===== config.mk =====
export PLATFORM = sky130hd
export DESIGN_NAME = core_hotplug_touch_governor_core_flat
export DESIGN_NICKNAME = d
export VERILOG_FILES = /design/src/rtl/chtg_pkg.sv /design/src/rtl/chtg_if.sv /design/src/rtl/chtg_ram.sv /design/src/rtl/chtg_ctrl.sv /design/src/rtl/chtg_dp.sv /design/src/rtl/core_hotplug_touch_governor_core.sv /design/src/flat_wrapper.sv
export SDC_FILE = /design/constraint.sdc
export NUM_CORES = 2
export LEC_CHECK = 0
export ABC_AREA = 0
export BUFFER_PORTS_ARGS = -buffer_cell sky130_fd_sc_hd__buf_2
export CAP_MARGIN = 20
export CORE_AREA = 2 2 498 500
export CTS_BUF_LIST = sky130_fd_sc_hd__clkbuf_16
export DETAILED_ROUTE_END_ITERATION = 6
export DIE_AREA = 0 0 500 502
export MAX_ROUTING_LAYER = met4
export PLACE_DENSITY = 0.45
export SLEW_MARGIN = 5
export SYNTH_ARGS = -nofsm -noshare
export SYNTH_HDL_FRONTEND = slang
export SYNTH_SLANG_ARGS = --single-unit
export TNS_END_PERCENT = 5

===== constraint.sdc =====
create_clock -name clk -period 12.6 [get_ports clk]
set_input_delay 1.26 -clock clk [delete_from_list [all_inputs] [get_ports clk]]
set_output_delay 1.26 -clock clk [all_outputs]
set_load 0.05 [all_outputs]

===== src/rtl/chtg_pkg.sv =====
// Shared constants, codes and structures of the core hotplug governor.
package chtg_pkg;

	localparam int NUM_CORES_DEF = 8;
	localparam int SCAN_MAX      = 8;
	localparam int SCAN_W        = 3;
	localparam int CORE_W        = 3;
	localparam int TS_W          = 48;
	localparam int PROD_W        = 55;
	localparam int DIV_CW        = 6;
	localparam int LOAD_W        = 7;
	localparam int DLY_W         = 16;
	localparam int CFG_IW        = 1;
	localparam int LIMIT_SHIFT   = 2;

	localparam logic [DLY_W-1:0]  UP_DELAY_RST   = 16'd50;
	localparam logic [DLY_W-1:0]  DOWN_DELAY_RST = 16'd1000;
	localparam logic [LOAD_W-1:0] LOAD_FULL      = 7'd100;
	localparam logic [DIV_CW-1:0] DIV_LAST       = DIV_CW'(PROD_W - 1);

	localparam logic [1:0] MODE_SAMPLE = 2'd0;
	localparam logic [1:0] MODE_FREQ   = 2'd1;
	localparam logic [1:0] MODE_TICK   = 2'd2;
	localparam logic [1:0] MODE_STOP   = 2'd3;

	localparam logic [1:0] GOV_IDLE     = 2'd0;
	localparam logic [1:0] GOV_DISABLED = 2'd1;
	localparam logic [1:0] GOV_ENABLED  = 2'd2;

	localparam logic [CFG_IW-1:0] CFG_UP_DELAY   = 1'd0;
	localparam logic [CFG_IW-1:0] CFG_DOWN_DELAY = 1'd1;

	typedef struct packed {
		logic [1:0]        mode;
		logic [CORE_W-1:0] core_index;
		logic [TS_W-1:0]   idle_total_us;
		logic [TS_W-1:0]   stamp_us;
		logic              qualifying_change;
		logic              boost_active;
		logic [7:0]        online_mask;
	} item_t;

	typedef struct packed {
		logic [1:0]        governor_state;
		logic              sampling_on;
		logic [LOAD_W-1:0] sample_load;
		logic              wake_valid;
		logic [CORE_W-1:0] wake_core;
		logic              quiesce_valid;
		logic [CORE_W-1:0] quiesce_core;
		logic              check_pending;
	} res_t;

	typedef struct packed {
		logic load_item;
		logic calc;
		logic mul;
		logic div_step;
		logic wr_load;
		logic exec;
		logic scan_init;
		logic scan_adv;
		logic max_ev;
		logic min_ev;
		logic check_fin;
		logic emit;
	} cmd_t;

	typedef struct packed {
		logic sample_hit;
		logic need_scan;
		logic need_div;
		logic div_last;
		logic scan_last;
		logic out_free;
	} sts_t;

endpackage


===== src/rtl/chtg_if.sv =====
// Valid/ready channel interfaces for input words and result words.
interface chtg_in_if;
	logic        valid;
	logic        ready;
	logic [1:0]  mode;
	logic [2:0]  core_index;
	logic [47:0] idle_total_us;
	logic [47:0] stamp_us;
	logic        qualifying_change;
	logic        boost_active;
	logic [7:0]  online_mask;

	modport source (output valid, mode, core_index, idle_total_us, stamp_us,
		qualifying_change, boost_active, online_mask, input ready);
	modport sink (input valid, mode, core_index, idle_total_us, stamp_us,
		qualifying_change, boost_active, online_mask, output ready);
endinterface

interface chtg_out_if;
	logic       valid;
	logic       ready;
	logic [1:0] governor_state;
	logic       sampling_on;
	logic [6:0] sample_load;
	logic       wake_valid;
	logic [2:0] wake_core;
	logic       quiesce_valid;
	logic [2:0] quiesce_core;
	logic       check_pending;

	modport source (output valid, governor_state, sampling_on, sample_load, wake_valid,
		wake_core, quiesce_valid, quiesce_core, check_pending, input ready);
	modport sink (input valid, governor_state, sampling_on, sample_load, wake_valid,
		wake_core, quiesce_valid, quiesce_core, check_pending, output ready);
endinterface


===== src/rtl/chtg_ram.sv =====
// Generic single-write, single-read RAM with registered read data.
module chtg_ram #(
	parameter int WIDTH = 8,
	parameter int DEPTH = 8
) (
	input  logic                     clk,
	input  logic                     we,
	input  logic [$clog2(DEPTH)-1:0] waddr,
	input  logic [WIDTH-1:0]         wdata,
	input  logic [$clog2(DEPTH)-1:0] raddr,
	output logic [WIDTH-1:0]         rdata
);

	logic [WIDTH-1:0] mem_q [DEPTH];

	always_ff @(posedge clk) begin
		if (we) begin
			mem_q[waddr] <= wdata;
		end
		rdata <= mem_q[raddr];
	end

endmodule


===== src/rtl/chtg_ctrl.sv =====
// Sequencing state machine of the governor.
module chtg_ctrl import chtg_pkg::*; (
	input  logic clk,
	input  logic arst_n,
	input  logic in_valid,
	output logic in_ready,
	input  sts_t sts,
	output cmd_t cmd
);

	typedef enum logic [11:0] {
		S_IDLE   = 12'h001,
		S_DECODE = 12'h002,
		S_CALC   = 12'h004,
		S_MUL    = 12'h008,
		S_DIV    = 12'h010,
		S_LOAD   = 12'h020,
		S_MAXRD  = 12'h040,
		S_MAXEV  = 12'h080,
		S_MINRD  = 12'h100,
		S_MINEV  = 12'h200,
		S_FIN    = 12'h400,
		S_DONE   = 12'h800
	} state_t;

	state_t state_q, state_d;

	assign in_ready = (state_q == S_IDLE);

	always_comb begin
		state_d = state_q;
		cmd     = '0;
		unique case (state_q)
			S_IDLE: begin
				if (in_valid) begin
					cmd.load_item = 1'b1;
					state_d       = S_DECODE;
				end
			end
			S_DECODE: begin
				if (sts.sample_hit) begin
					state_d = S_CALC;
				end else if (sts.need_scan) begin
					cmd.scan_init = 1'b1;
					state_d       = S_MAXRD;
				end else begin
					cmd.exec = 1'b1;
					state_d  = S_DONE;
				end
			end
			S_CALC: begin
				cmd.calc = 1'b1;
				state_d  = S_MUL;
			end
			S_MUL: begin
				if (sts.need_div) begin
					cmd.mul = 1'b1;
					state_d = S_DIV;
				end else begin
					state_d = S_DONE;
				end
			end
			S_DIV: begin
				cmd.div_step = 1'b1;
				if (sts.div_last) begin
					state_d = S_LOAD;
				end
			end
			S_LOAD: begin
				cmd.wr_load = 1'b1;
				state_d     = S_DONE;
			end
			S_MAXRD: begin
				state_d = S_MAXEV;
			end
			S_MAXEV: begin
				cmd.max_ev   = 1'b1;
				cmd.scan_adv = 1'b1;
				state_d      = sts.scan_last ? S_MINRD : S_MAXRD;
			end
			S_MINRD: begin
				state_d = S_MINEV;
			end
			S_MINEV: begin
				cmd.min_ev   = 1'b1;
				cmd.scan_adv = 1'b1;
				state_d      = sts.scan_last ? S_FIN : S_MINRD;
			end
			S_FIN: begin
				cmd.check_fin = 1'b1;
				state_d       = S_DONE;
			end
			S_DONE: begin
				if (sts.out_free) begin
					cmd.emit = 1'b1;
					state_d  = S_IDLE;
				end
			end
			default: begin
				state_d = S_IDLE;
			end
		endcase
	end

	always_ff @(posedge clk or negedge arst_n) begin
		if (!arst_n) begin
			state_q <= S_IDLE;
		end else begin
			state_q <= state_d;
		end
	end

endmodule


===== src/rtl/chtg_dp.sv =====
// Datapath: governor state, per-core stores, serial divider, load scan, result register.
module chtg_dp import chtg_pkg::*; #(
	parameter int NUM_CORES = NUM_CORES_DEF
) (
	input  logic              clk,
	input  logic              arst_n,
	input  logic              cfg_we,
	input  logic [CFG_IW-1:0] cfg_index,
	input  logic [DLY_W-1:0]  cfg_wdata,
	input  item_t             in_item,
	input  cmd_t              cmd,
	output sts_t              sts,
	output res_t              res,
	output logic              res_valid,
	input  logic              res_ready
);

	localparam int CW         = $clog2(NUM_CORES);
	localparam int SCAN_CORES = (NUM_CORES < SCAN_MAX) ? NUM_CORES : SCAN_MAX;
	localparam logic [SCAN_W-1:0] SCAN_LAST = SCAN_W'(SCAN_CORES - 1);
	localparam int BASE_W     = 2 * TS_W;

	item_t             item_q;
	logic [1:0]        gov_q, gov_d;
	logic              samp_q, samp_d;
	logic              armed_q, armed_d;
	logic [DLY_W-1:0]  cnt_q, cnt_d;
	logic [DLY_W-1:0]  up_q, down_q;
	logic [NUM_CORES-1:0] pv_q, lv_q;
	logic              pv_rd_q, lv_rd_q;
	logic [TS_W-1:0]   dt_q, di_q, rem_q;
	logic [PROD_W-1:0] pq_q;
	logic [DIV_CW-1:0] dstep_q;
	logic [SCAN_W-1:0] scan_q;
	logic [LOAD_W-1:0] top_q, best_q, load_res_q;
	logic              skew_q, best_v_q;
	logic [SCAN_W-1:0] bc_q;
	logic              wv_q, wv_d, qv_q, qv_d;
	logic [CORE_W-1:0] wc_q, wc_d, qc_q, qc_d;
	res_t              res_q;
	logic              res_valid_q;

	logic [CW-1:0]     base_addr, load_raddr;
	logic [BASE_W-1:0] base_rdata;
	logic [LOAD_W-1:0] load_rdata, load_rd, new_load;
	logic [TS_W-1:0]   prev_idle, prev_stamp;
	logic [TS_W:0]     shifted;
	logic [TS_W+1:0]   diff;
	logic              ge;
	logic [PROD_W-1:0] prod;
	logic              wake_found;
	logic [CORE_W-1:0] wake_idx;
	logic              scan_online;

	assign base_addr  = CW'(item_q.core_index);
	assign load_raddr = CW'(scan_q);

	chtg_ram #(.WIDTH(BASE_W), .DEPTH(NUM_CORES)) u_base_ram (
		.clk   (clk),
		.we    (cmd.calc),
		.waddr (base_addr),
		.wdata ({item_q.idle_total_us, item_q.stamp_us}),
		.raddr (base_addr),
		.rdata (base_rdata)
	);

	chtg_ram #(.WIDTH(LOAD_W), .DEPTH(NUM_CORES)) u_load_ram (
		.clk   (clk),
		.we    (cmd.wr_load),
		.waddr (base_addr),
		.wdata (new_load),
		.raddr (load_raddr),
		.rdata (load_rdata)
	);

	// Entries never written read as zero.
	assign prev_idle  = pv_rd_q ? base_rdata[BASE_W-1:TS_W] : '0;
	assign prev_stamp = pv_rd_q ? base_rdata[TS_W-1:0] : '0;
	assign load_rd    = lv_rd_q ? load_rdata : '0;

	// One restoring divider step: shift in the next dividend bit, subtract if it fits.
	assign shifted = {rem_q, pq_q[PROD_W-1]};
	assign diff    = {1'b0, shifted} - {2'b00, dt_q};
	assign ge      = !diff[TS_W+1];

	assign prod = (PROD_W'(di_q) << 6) + (PROD_W'(di_q) << 5) + (PROD_W'(di_q) << 2);

	assign new_load = (pq_q > PROD_W'(LOAD_FULL)) ? '0 : LOAD_FULL - pq_q[LOAD_W-1:0];

	assign scan_online = item_q.online_mask[scan_q];

	always_comb begin
		wake_found = 1'b0;
		wake_idx   = '0;
		for (int c = 1; c < SCAN_CORES; c++) begin
			if (!wake_found && !item_q.online_mask[c]) begin
				wake_found = 1'b1;
				wake_idx   = CORE_W'(c);
			end
		end
	end

	assign sts.sample_hit = (item_q.mode == MODE_SAMPLE) &&
		(int'(item_q.core_index) < NUM_CORES);
	assign sts.need_scan  = (item_q.mode == MODE_TICK) && armed_q &&
		(cnt_q <= DLY_W'(1)) && (gov_q == GOV_DISABLED);
	assign sts.need_div   = samp_q && (dt_q != '0);
	assign sts.div_last   = (dstep_q == DIV_LAST);
	assign sts.scan_last  = (scan_q == SCAN_LAST);
	assign sts.out_free   = !res_valid_q || res_ready;

	always_comb begin
		gov_d   = gov_q;
		samp_d  = samp_q;
		armed_d = armed_q;
		cnt_d   = cnt_q;
		wv_d    = wv_q;
		wc_d    = wc_q;
		qv_d    = qv_q;
		qc_d    = qc_q;
		if (cmd.load_item) begin
			wv_d = 1'b0;
			wc_d = '0;
			qv_d = 1'b0;
			qc_d = '0;
		end
		if (cmd.exec) begin
			unique case (item_q.mode)
				MODE_SAMPLE: begin
				end
				MODE_FREQ: begin
					if (item_q.qualifying_change) begin
						unique case (gov_q)
							GOV_IDLE: begin
								gov_d = item_q.boost_active ? GOV_ENABLED : GOV_DISABLED;
								if (!armed_q) begin
									armed_d = 1'b1;
									cnt_d   = item_q.boost_active ? up_q : down_q;
								end
							end
							GOV_DISABLED: begin
								if (item_q.boost_active) begin
									gov_d = GOV_ENABLED;
									if (!armed_q) begin
										armed_d = 1'b1;
										cnt_d   = up_q;
									end
								end
							end
							GOV_ENABLED: begin
								if (!item_q.boost_active) begin
									gov_d = GOV_DISABLED;
									if (!armed_q) begin
										armed_d = 1'b1;
										cnt_d   = down_q;
									end
								end
							end
							default: begin
							end
						endcase
						samp_d = 1'b1;
					end
				end
				MODE_TICK: begin
					if (armed_q) begin
						if (cnt_q <= DLY_W'(1)) begin
							armed_d = 1'b0;
							cnt_d   = '0;
							if (gov_q == GOV_ENABLED) begin
								wv_d   = wake_found;
								wc_d   = wake_idx;
								samp_d = 1'b0;
							end
						end else begin
							cnt_d = cnt_q - DLY_W'(1);
						end
					end
				end
				MODE_STOP: begin
					gov_d   = GOV_IDLE;
					armed_d = 1'b0;
					cnt_d   = '0;
					samp_d  = 1'b0;
				end
				default: begin
				end
			endcase
		end
		if (cmd.check_fin) begin
			if (skew_q) begin
				armed_d = 1'b0;
				cnt_d   = '0;
				qv_d    = best_v_q;
				qc_d    = CORE_W'(bc_q);
				samp_d  = 1'b0;
			end else begin
				armed_d = 1'b1;
				cnt_d   = down_q;
			end
		end
	end

	always_ff @(posedge clk or negedge arst_n) begin
		if (!arst_n) begin
			gov_q       <= GOV_DISABLED;
			samp_q      <= 1'b0;
			armed_q     <= 1'b0;
			cnt_q       <= '0;
			up_q        <= UP_DELAY_RST;
			down_q      <= DOWN_DELAY_RST;
			pv_q        <= '0;
			lv_q        <= '0;
			res_valid_q <= 1'b0;
		end else begin
			gov_q   <= gov_d;
			samp_q  <= samp_d;
			armed_q <= armed_d;
			cnt_q   <= cnt_d;
			if (cfg_we) begin
				unique case (cfg_index)
					CFG_UP_DELAY:   up_q   <= cfg_wdata;
					CFG_DOWN_DELAY: down_q <= cfg_wdata;
					default: begin
					end
				endcase
			end
			if (cmd.calc) begin
				pv_q[base_addr] <= 1'b1;
			end
			if (cmd.wr_load) begin
				lv_q[base_addr] <= 1'b1;
			end
			if (cmd.emit) begin
				res_valid_q <= 1'b1;
			end else if (res_ready) begin
				res_valid_q <= 1'b0;
			end
		end
	end

	always_ff @(posedge clk) begin
		pv_rd_q <= pv_q[base_addr];
		lv_rd_q <= lv_q[load_raddr];
		wv_q    <= wv_d;
		wc_q    <= wc_d;
		qv_q    <= qv_d;
		qc_q    <= qc_d;
		if (cmd.load_item) begin
			item_q     <= in_item;
			load_res_q <= '0;
		end
		if (cmd.calc) begin
			dt_q <= item_q.stamp_us - prev_stamp;
			di_q <= item_q.idle_total_us - prev_idle;
		end
		if (cmd.mul) begin
			pq_q    <= prod;
			rem_q   <= '0;
			dstep_q <= '0;
		end else if (cmd.div_step) begin
			pq_q    <= {pq_q[PROD_W-2:0], ge};
			rem_q   <= ge ? diff[TS_W-1:0] : shifted[TS_W-1:0];
			dstep_q <= dstep_q + DIV_CW'(1);
		end
		if (cmd.wr_load) begin
			load_res_q <= new_load;
		end
		if (cmd.scan_init) begin
			scan_q   <= '0;
			top_q    <= '0;
			skew_q   <= 1'b0;
			best_v_q <= 1'b0;
			best_q   <= '0;
			bc_q     <= '0;
		end else begin
			if (cmd.scan_adv) begin
				scan_q <= (scan_q == SCAN_LAST) ? '0 : scan_q + SCAN_W'(1);
			end
			if (cmd.max_ev && scan_online && (load_rd > top_q)) begin
				top_q <= load_rd;
			end
			if (cmd.min_ev && scan_online) begin
				if (load_rd <= (top_q >> LIMIT_SHIFT)) begin
					skew_q <= 1'b1;
				end
				// Core 0 is never taken offline; ties keep the lower index.
				if ((scan_q != '0) && (!best_v_q || (load_rd < best_q))) begin
					best_v_q <= 1'b1;
					best_q   <= load_rd;
					bc_q     <= scan_q;
				end
			end
		end
		if (cmd.emit) begin
			res_q.governor_state <= gov_q;
			res_q.sampling_on    <= samp_q;
			res_q.sample_load    <= load_res_q;
			res_q.wake_valid     <= wv_q;
			res_q.wake_core      <= wc_q;
			res_q.quiesce_valid  <= qv_q;
			res_q.quiesce_core   <= qc_q;
			res_q.check_pending  <= armed_q;
		end
	end

	assign res       = res_q;
	assign res_valid = res_valid_q;

endmodule


===== src/rtl/core_hotplug_touch_governor_core.sv =====
// Top level of the core hotplug governor.
// Frequency-change, stop, plain tick and out-of-range sample words execute on decode; a sample
// for a stored core that computes no load passes the delta and multiply states, and one that
// computes a load also runs the 55-step serial divider. A tick that runs the check in disabled
// state makes two passes over the stored loads. The next word is accepted while a result waits
// in the output register. Reset is asynchronous and gives state disabled.
module core_hotplug_touch_governor_core import chtg_pkg::*; #(
	parameter int NUM_CORES = NUM_CORES_DEF
) (
	input  logic              clk,
	input  logic              arst_n,
	input  logic              cfg_we,
	input  logic [CFG_IW-1:0] cfg_index,
	input  logic [DLY_W-1:0]  cfg_wdata,
	chtg_in_if.sink           req,
	chtg_out_if.source        rsp
);

	item_t item;
	cmd_t  cmd;
	sts_t  sts;
	res_t  res;
	logic  rdy;
	logic  res_valid;

	assign item.mode              = req.mode;
	assign item.core_index        = req.core_index;
	assign item.idle_total_us     = req.idle_total_us;
	assign item.stamp_us          = req.stamp_us;
	assign item.qualifying_change = req.qualifying_change;
	assign item.boost_active      = req.boost_active;
	assign item.online_mask       = req.online_mask;
	assign req.ready              = rdy;

	chtg_ctrl u_ctrl (
		.clk      (clk),
		.arst_n   (arst_n),
		.in_valid (req.valid),
		.in_ready (rdy),
		.sts      (sts),
		.cmd      (cmd)
	);

	chtg_dp #(.NUM_CORES(NUM_CORES)) u_dp (
		.clk       (clk),
		.arst_n    (arst_n),
		.cfg_we    (cfg_we),
		.cfg_index (cfg_index),
		.cfg_wdata (cfg_wdata),
		.in_item   (item),
		.cmd       (cmd),
		.sts       (sts),
		.res       (res),
		.res_valid (res_valid),
		.res_ready (rsp.ready)
	);

	assign rsp.valid          = res_valid;
	assign rsp.governor_state = res.governor_state;
	assign rsp.sampling_on    = res.sampling_on;
	assign rsp.sample_load    = res.sample_load;
	assign rsp.wake_valid     = res.wake_valid;
	assign rsp.wake_core      = res.wake_core;
	assign rsp.quiesce_valid  = res.quiesce_valid;
	assign rsp.quiesce_core   = res.quiesce_core;
	assign rsp.check_pending  = res.check_pending;

	// A new result is only loaded when the output register is empty or draining.
	a_emit_room: assert property (@(posedge clk) disable iff (!arst_n)
		cmd.emit |-> (!rsp.valid || rsp.ready))
		else $error("result loaded over an untaken word");

	a_quiesce_core: assert property (@(posedge clk) disable iff (!arst_n)
		(rsp.valid && rsp.quiesce_valid) |-> (rsp.quiesce_core != '0))
		else $error("quiesce request names core 0");

	a_one_request: assert property (@(posedge clk) disable iff (!arst_n)
		rsp.valid |-> !(rsp.wake_valid && rsp.quiesce_valid))
		else $error("wake and quiesce in the same word");

	a_idle_no_check: assert property (@(posedge clk) disable iff (!arst_n)
		(rsp.valid && (rsp.governor_state == GOV_IDLE)) |-> !rsp.check_pending)
		else $error("check pending in idle state");

endmodule

===== src/flat_wrapper.sv =====
// flat-port wrapper written by rule: the top's interface ports become plain ports
module core_hotplug_touch_governor_core_flat import chtg_pkg::*;
#(
	parameter int NUM_CORES = NUM_CORES_DEF
)
  (clk, arst_n, cfg_we, cfg_index, cfg_wdata, req_valid, req_mode, req_core_index, req_idle_total_us, req_stamp_us, req_qualifying_change, req_boost_active, req_online_mask, req_ready, rsp_valid, rsp_governor_state, rsp_sampling_on, rsp_sample_load, rsp_wake_valid, rsp_wake_core, rsp_quiesce_valid, rsp_quiesce_core, rsp_check_pending, rsp_ready);
  chtg_in_if req_i ();
  chtg_out_if rsp_i ();
  input  logic clk;
  input  logic arst_n;
  input  logic cfg_we;
  input  logic [CFG_IW-1:0] cfg_index;
  input  logic [DLY_W-1:0] cfg_wdata;
  input wire logic [$bits(req_i.valid)-1:0] req_valid;
  input wire logic [$bits(req_i.mode)-1:0] req_mode;
  input wire logic [$bits(req_i.core_index)-1:0] req_core_index;
  input wire logic [$bits(req_i.idle_total_us)-1:0] req_idle_total_us;
  input wire logic [$bits(req_i.stamp_us)-1:0] req_stamp_us;
  input wire logic [$bits(req_i.qualifying_change)-1:0] req_qualifying_change;
  input wire logic [$bits(req_i.boost_active)-1:0] req_boost_active;
  input wire logic [$bits(req_i.online_mask)-1:0] req_online_mask;
  output wire logic [$bits(req_i.ready)-1:0] req_ready;
  output wire logic [$bits(rsp_i.valid)-1:0] rsp_valid;
  output wire logic [$bits(rsp_i.governor_state)-1:0] rsp_governor_state;
  output wire logic [$bits(rsp_i.sampling_on)-1:0] rsp_sampling_on;
  output wire logic [$bits(rsp_i.sample_load)-1:0] rsp_sample_load;
  output wire logic [$bits(rsp_i.wake_valid)-1:0] rsp_wake_valid;
  output wire logic [$bits(rsp_i.wake_core)-1:0] rsp_wake_core;
  output wire logic [$bits(rsp_i.quiesce_valid)-1:0] rsp_quiesce_valid;
  output wire logic [$bits(rsp_i.quiesce_core)-1:0] rsp_quiesce_core;
  output wire logic [$bits(rsp_i.check_pending)-1:0] rsp_check_pending;
  input wire logic [$bits(rsp_i.ready)-1:0] rsp_ready;
  assign req_i.valid = req_valid;
  assign req_i.mode = req_mode;
  assign req_i.core_index = req_core_index;
  assign req_i.idle_total_us = req_idle_total_us;
  assign req_i.stamp_us = req_stamp_us;
  assign req_i.qualifying_change = req_qualifying_change;
  assign req_i.boost_active = req_boost_active;
  assign req_i.online_mask = req_online_mask;
  assign req_ready = req_i.ready;
  assign rsp_valid = rsp_i.valid;
  assign rsp_governor_state = rsp_i.governor_state;
  assign rsp_sampling_on = rsp_i.sampling_on;
  assign rsp_sample_load = rsp_i.sample_load;
  assign rsp_wake_valid = rsp_i.wake_valid;
  assign rsp_wake_core = rsp_i.wake_core;
  assign rsp_quiesce_valid = rsp_i.quiesce_valid;
  assign rsp_quiesce_core = rsp_i.quiesce_core;
  assign rsp_check_pending = rsp_i.check_pending;
  assign rsp_i.ready = rsp_ready;
  core_hotplug_touch_governor_core #(.NUM_CORES(NUM_CORES)) u_core (.clk(clk), .arst_n(arst_n), .cfg_we(cfg_we), .cfg_index(cfg_index), .cfg_wdata(cfg_wdata), .req(req_i), .rsp(rsp_i));
endmodule

==> results.json <==
{
  "status": "completed",
  "ys_seq_area_frac": 0.642,
  "ys_warn_count": 0,
  "ff2ff_path_depth": 13,
  "power_leakage_nw": 24.9,
  "maxSlewViolCount": 0,
  "design_area_sq_um": 70800,
  "drc": 0,
  "totalPowerFinal_mw": 12.4,
  "cap_violations": 0,
  "area_growth_pct": 15.9,
  "grt_max_degree": 98,
  "synth_edf_count": 1112,
  "wirelength_microns": 172000,
  "start_kind": "flip-flop",
  "place_inst": 7859,
  "timing.final.hold_violations": 0,
  "yosysUniqueCellTypes": 95,
  "utilization": 0.289,
  "synthTopCellsByCount": "edfxtp_1, a22oi_1, nand2_1, a21oi_1, nor2_1",
  "synthesis.area_sq_um": 61100,
  "grt_pass1_vias": 39124,
  "ctsHoldBuffers": 0,
  "portBuffers": 153,
  "cts.clk_slew.worst_paths_ns": 0.06,
  "cp_cell_sequence": "buf_4, nand2_1, ha_1, a21oi_1, a21oi_1, o21ai_0, nand2_1, a32o_1, a211oi_1, nor2_1, a2111oi_0, o21bai_1, xor2_1",
  "path_delay_family": "compound AO/OA/AOI/OAI gates",
  "critical_path_class": "flip-flop to flip-flop",
  "rsz0062_at_grt": "no",
  "yosysMostFrequentCell": "edfxtp_1",
  "synth_top_area_share": 0.547,
  "dpl.hpwl_microns": 108000,
  "h-tree-depth": 4,
  "synth.avg_cell_area_sq_um": 13.1,
  "ys_async_sr_fraction": 0.0586,
  "die_x_microns": 500,
  "start_util": 0.249,
  "grt_pass1_wl_microns": 258000,
  "cts_made_buffers": 156,
  "arrival_ns": 5.32,
  "setup_viol": 0,
  "post-place-ws_ns": 7.34,
  "p_per_area_nw_per_um2": 175,
  "crit_slowest_cell": "dfxtp_4",
  "layout-drive-gt1-share": 0.115,
  "syn_inst": 4647,
  "vias": 38794,
  "ys_ff_latch": 1382,
  "worst_slew_pin_slew_ns": 1.12,
  "hold_slack_ns": 0.227,
  "wl_per_cell_microns": 21.1,
  "ctsResizeCount": 0,
  "clock_sinks": 1382,
  "crit_buf_inv": 1,
  "root_buffer": "clkbuf_16",
  "syn_nets": 5055,
  "cts_setup_buffers": 0,
  "io_pins": 154,
  "slew_headroom": 0.244,
  "required_ns": 13.12,
  "die_h_microns": 502,
  "grt.overflow.total": 0,
  "dpl-instance-area_sq_um": 65600,
  "timing.fmax_mhz": 209,
  "final_nets": 5210,
  "hp-class": "input port to asynchronous set/reset pin",
  "tns_ns": 0,
  "layout.cells.non_filler": 8164,
  "antenna_found_initial": 12,
  "period_minus_slack_ns": 4.80,
  "fin_skew_ns": 0.0413,
  "globalRouteTotalUtil": 0.138,
  "cts_tree": "done",
  "ir_worst_vdd_v": 0.000146,
  "fin_ws_ns": 7.80,
  "die_area_sq_um": 251000,
  "cp_num_cells": 13,
  "first_pass_iters": 7,
  "clock_path_buffers": 3,
  "endpoint_kind": "flip-flop",
  "drt.antenna.violating_nets": 0,
  "gp_congestion": 0.827,
  "drt-initial-drc-count": 3383,
  "synth_area_leaders": "edfxtp_1, dfxtp_1, a22oi_1",
  "rows": 182,
  "critPathMaxStageDelay_ns": 0.72,
  "cp_max_fo": 49,
  "synth_flop_cell": "edfxtp_1",
  "core_area_sq_um": 245000,
  "clkLatencyLatePin_ns": 0.81,
  "viasPerCell": 4.75,
  "synth_area_leader_cell": "edfxtp_1",
  "post-route-period-util": 0.381
}
cell usage in the layout (no fill, tap or decap), drive strengths merged, types with 11 or more instances in the layout:
cell and instances:
edfxtp 1112, a22oi 439, nand2 337, a21oi 264, nor2 242, ha 227, buf 206, o21ai 200
inv 194, dfxtp 189, clkbuf 158, nand4 138, a21o 112, xnor2 104, xor2 90, nand3 75
dfrtp 70, nor2b 56, clkinv 56, fa 48, nor3 45, mux2 41, a31oi 36, nor4 34
a211oi 32, mux2i 32, o21bai 31, o21a 29, nand2b 29, and3 29, or2 27, and2 22
mux4 18, o211ai 17, or3 16, o31ai 15, bufinv 14, dfstp 11
power by group:
| group | switching (mW) | internal, mW | leakage, nW | total [mW] |
|---|---|---|---|---|
| combinational | 1.28 | 0.747 | 9.51 | 2.03 |
| clock | 1.93 | 2.59 | 2.63 | 4.52 |
| sequential | 0.404 | 5.43 | 12.7 | 5.84 |
area by class of cell:
type                    count  area (sq um)
clock buffers             158          3950
inverters                 139           529
clock inverters           134          1150
well taps                3220          4030
diodes                      8          20.0
flip-flops and latches   1382         39200
multi-input cells        2917         20600
repair buffers            206          1260
fillers                 24788        174000
flip-flops by register name, indices dropped and copies added (netlist names), 19 cells and up:
name                          count
u_core.u_dp.di_q                 48
u_core.u_dp.u_load_ram.mem_q     56
u_core.u_dp.dt_q                 48
u_core.u_dp.u_base_ram.mem_q    768
u_core.u_dp.item_q              108
u_core.u_dp.rem_q                48
u_core.u_dp.res                  19
u_core.u_dp.pq_q                 55
u_core.u_dp.u_base_ram.rdata     96
layer usage:
metal  part of all wire  track usage  wire [microns]  vias to the layer above
met5                  0            -               0                        -
met4              0.020       0.0325            3370                        0
met3              0.042       0.0214            7190                      207
met2               0.44        0.206           75700                      795
met1               0.50        0.197           86200                    19609
li1                   -            -               -                    18183
logic make-up (layout without fill, tap and decap cells):
group                    count (synthesis)  count (layout)  synth area share
AO/OA/AOI/OAI                         1262            1262             0.138
XOR/XNOR                               194             194            0.0278
adder cells (fa/ha/maj)                275             275            0.0622
buffers and inverters                  348             637            0.0222
flip-flops                            1382            1382             0.642
multiplexers                            91              91            0.0194
other                                    0               8                 0
AND/OR/NAND/NOR                       1095            1095            0.0885
path summary, 6_finish.rpt:
path	startpoint	end	slack [ns]
worst min register to register	u_core.u_dp.wc_q[0]	u_core.u_dp.res[5]	0.43
worst min-delay path	arst_n	u_core.u_dp.res_valid	0.23
max in group asynchronous	arst_n	u_core.u_ctrl.state_q[0]	11.49
worst max register to register	u_core.u_dp.pv_rd_q	u_core.u_dp.di_q[45]	7.80
min in group clk	u_core.u_dp.wc_q[0]	u_core.u_dp.res[5]	0.43
worst max-delay path	u_core.u_dp.pv_rd_q	u_core.u_dp.di_q[45]	7.80
(Power assumes the default switching activity.)
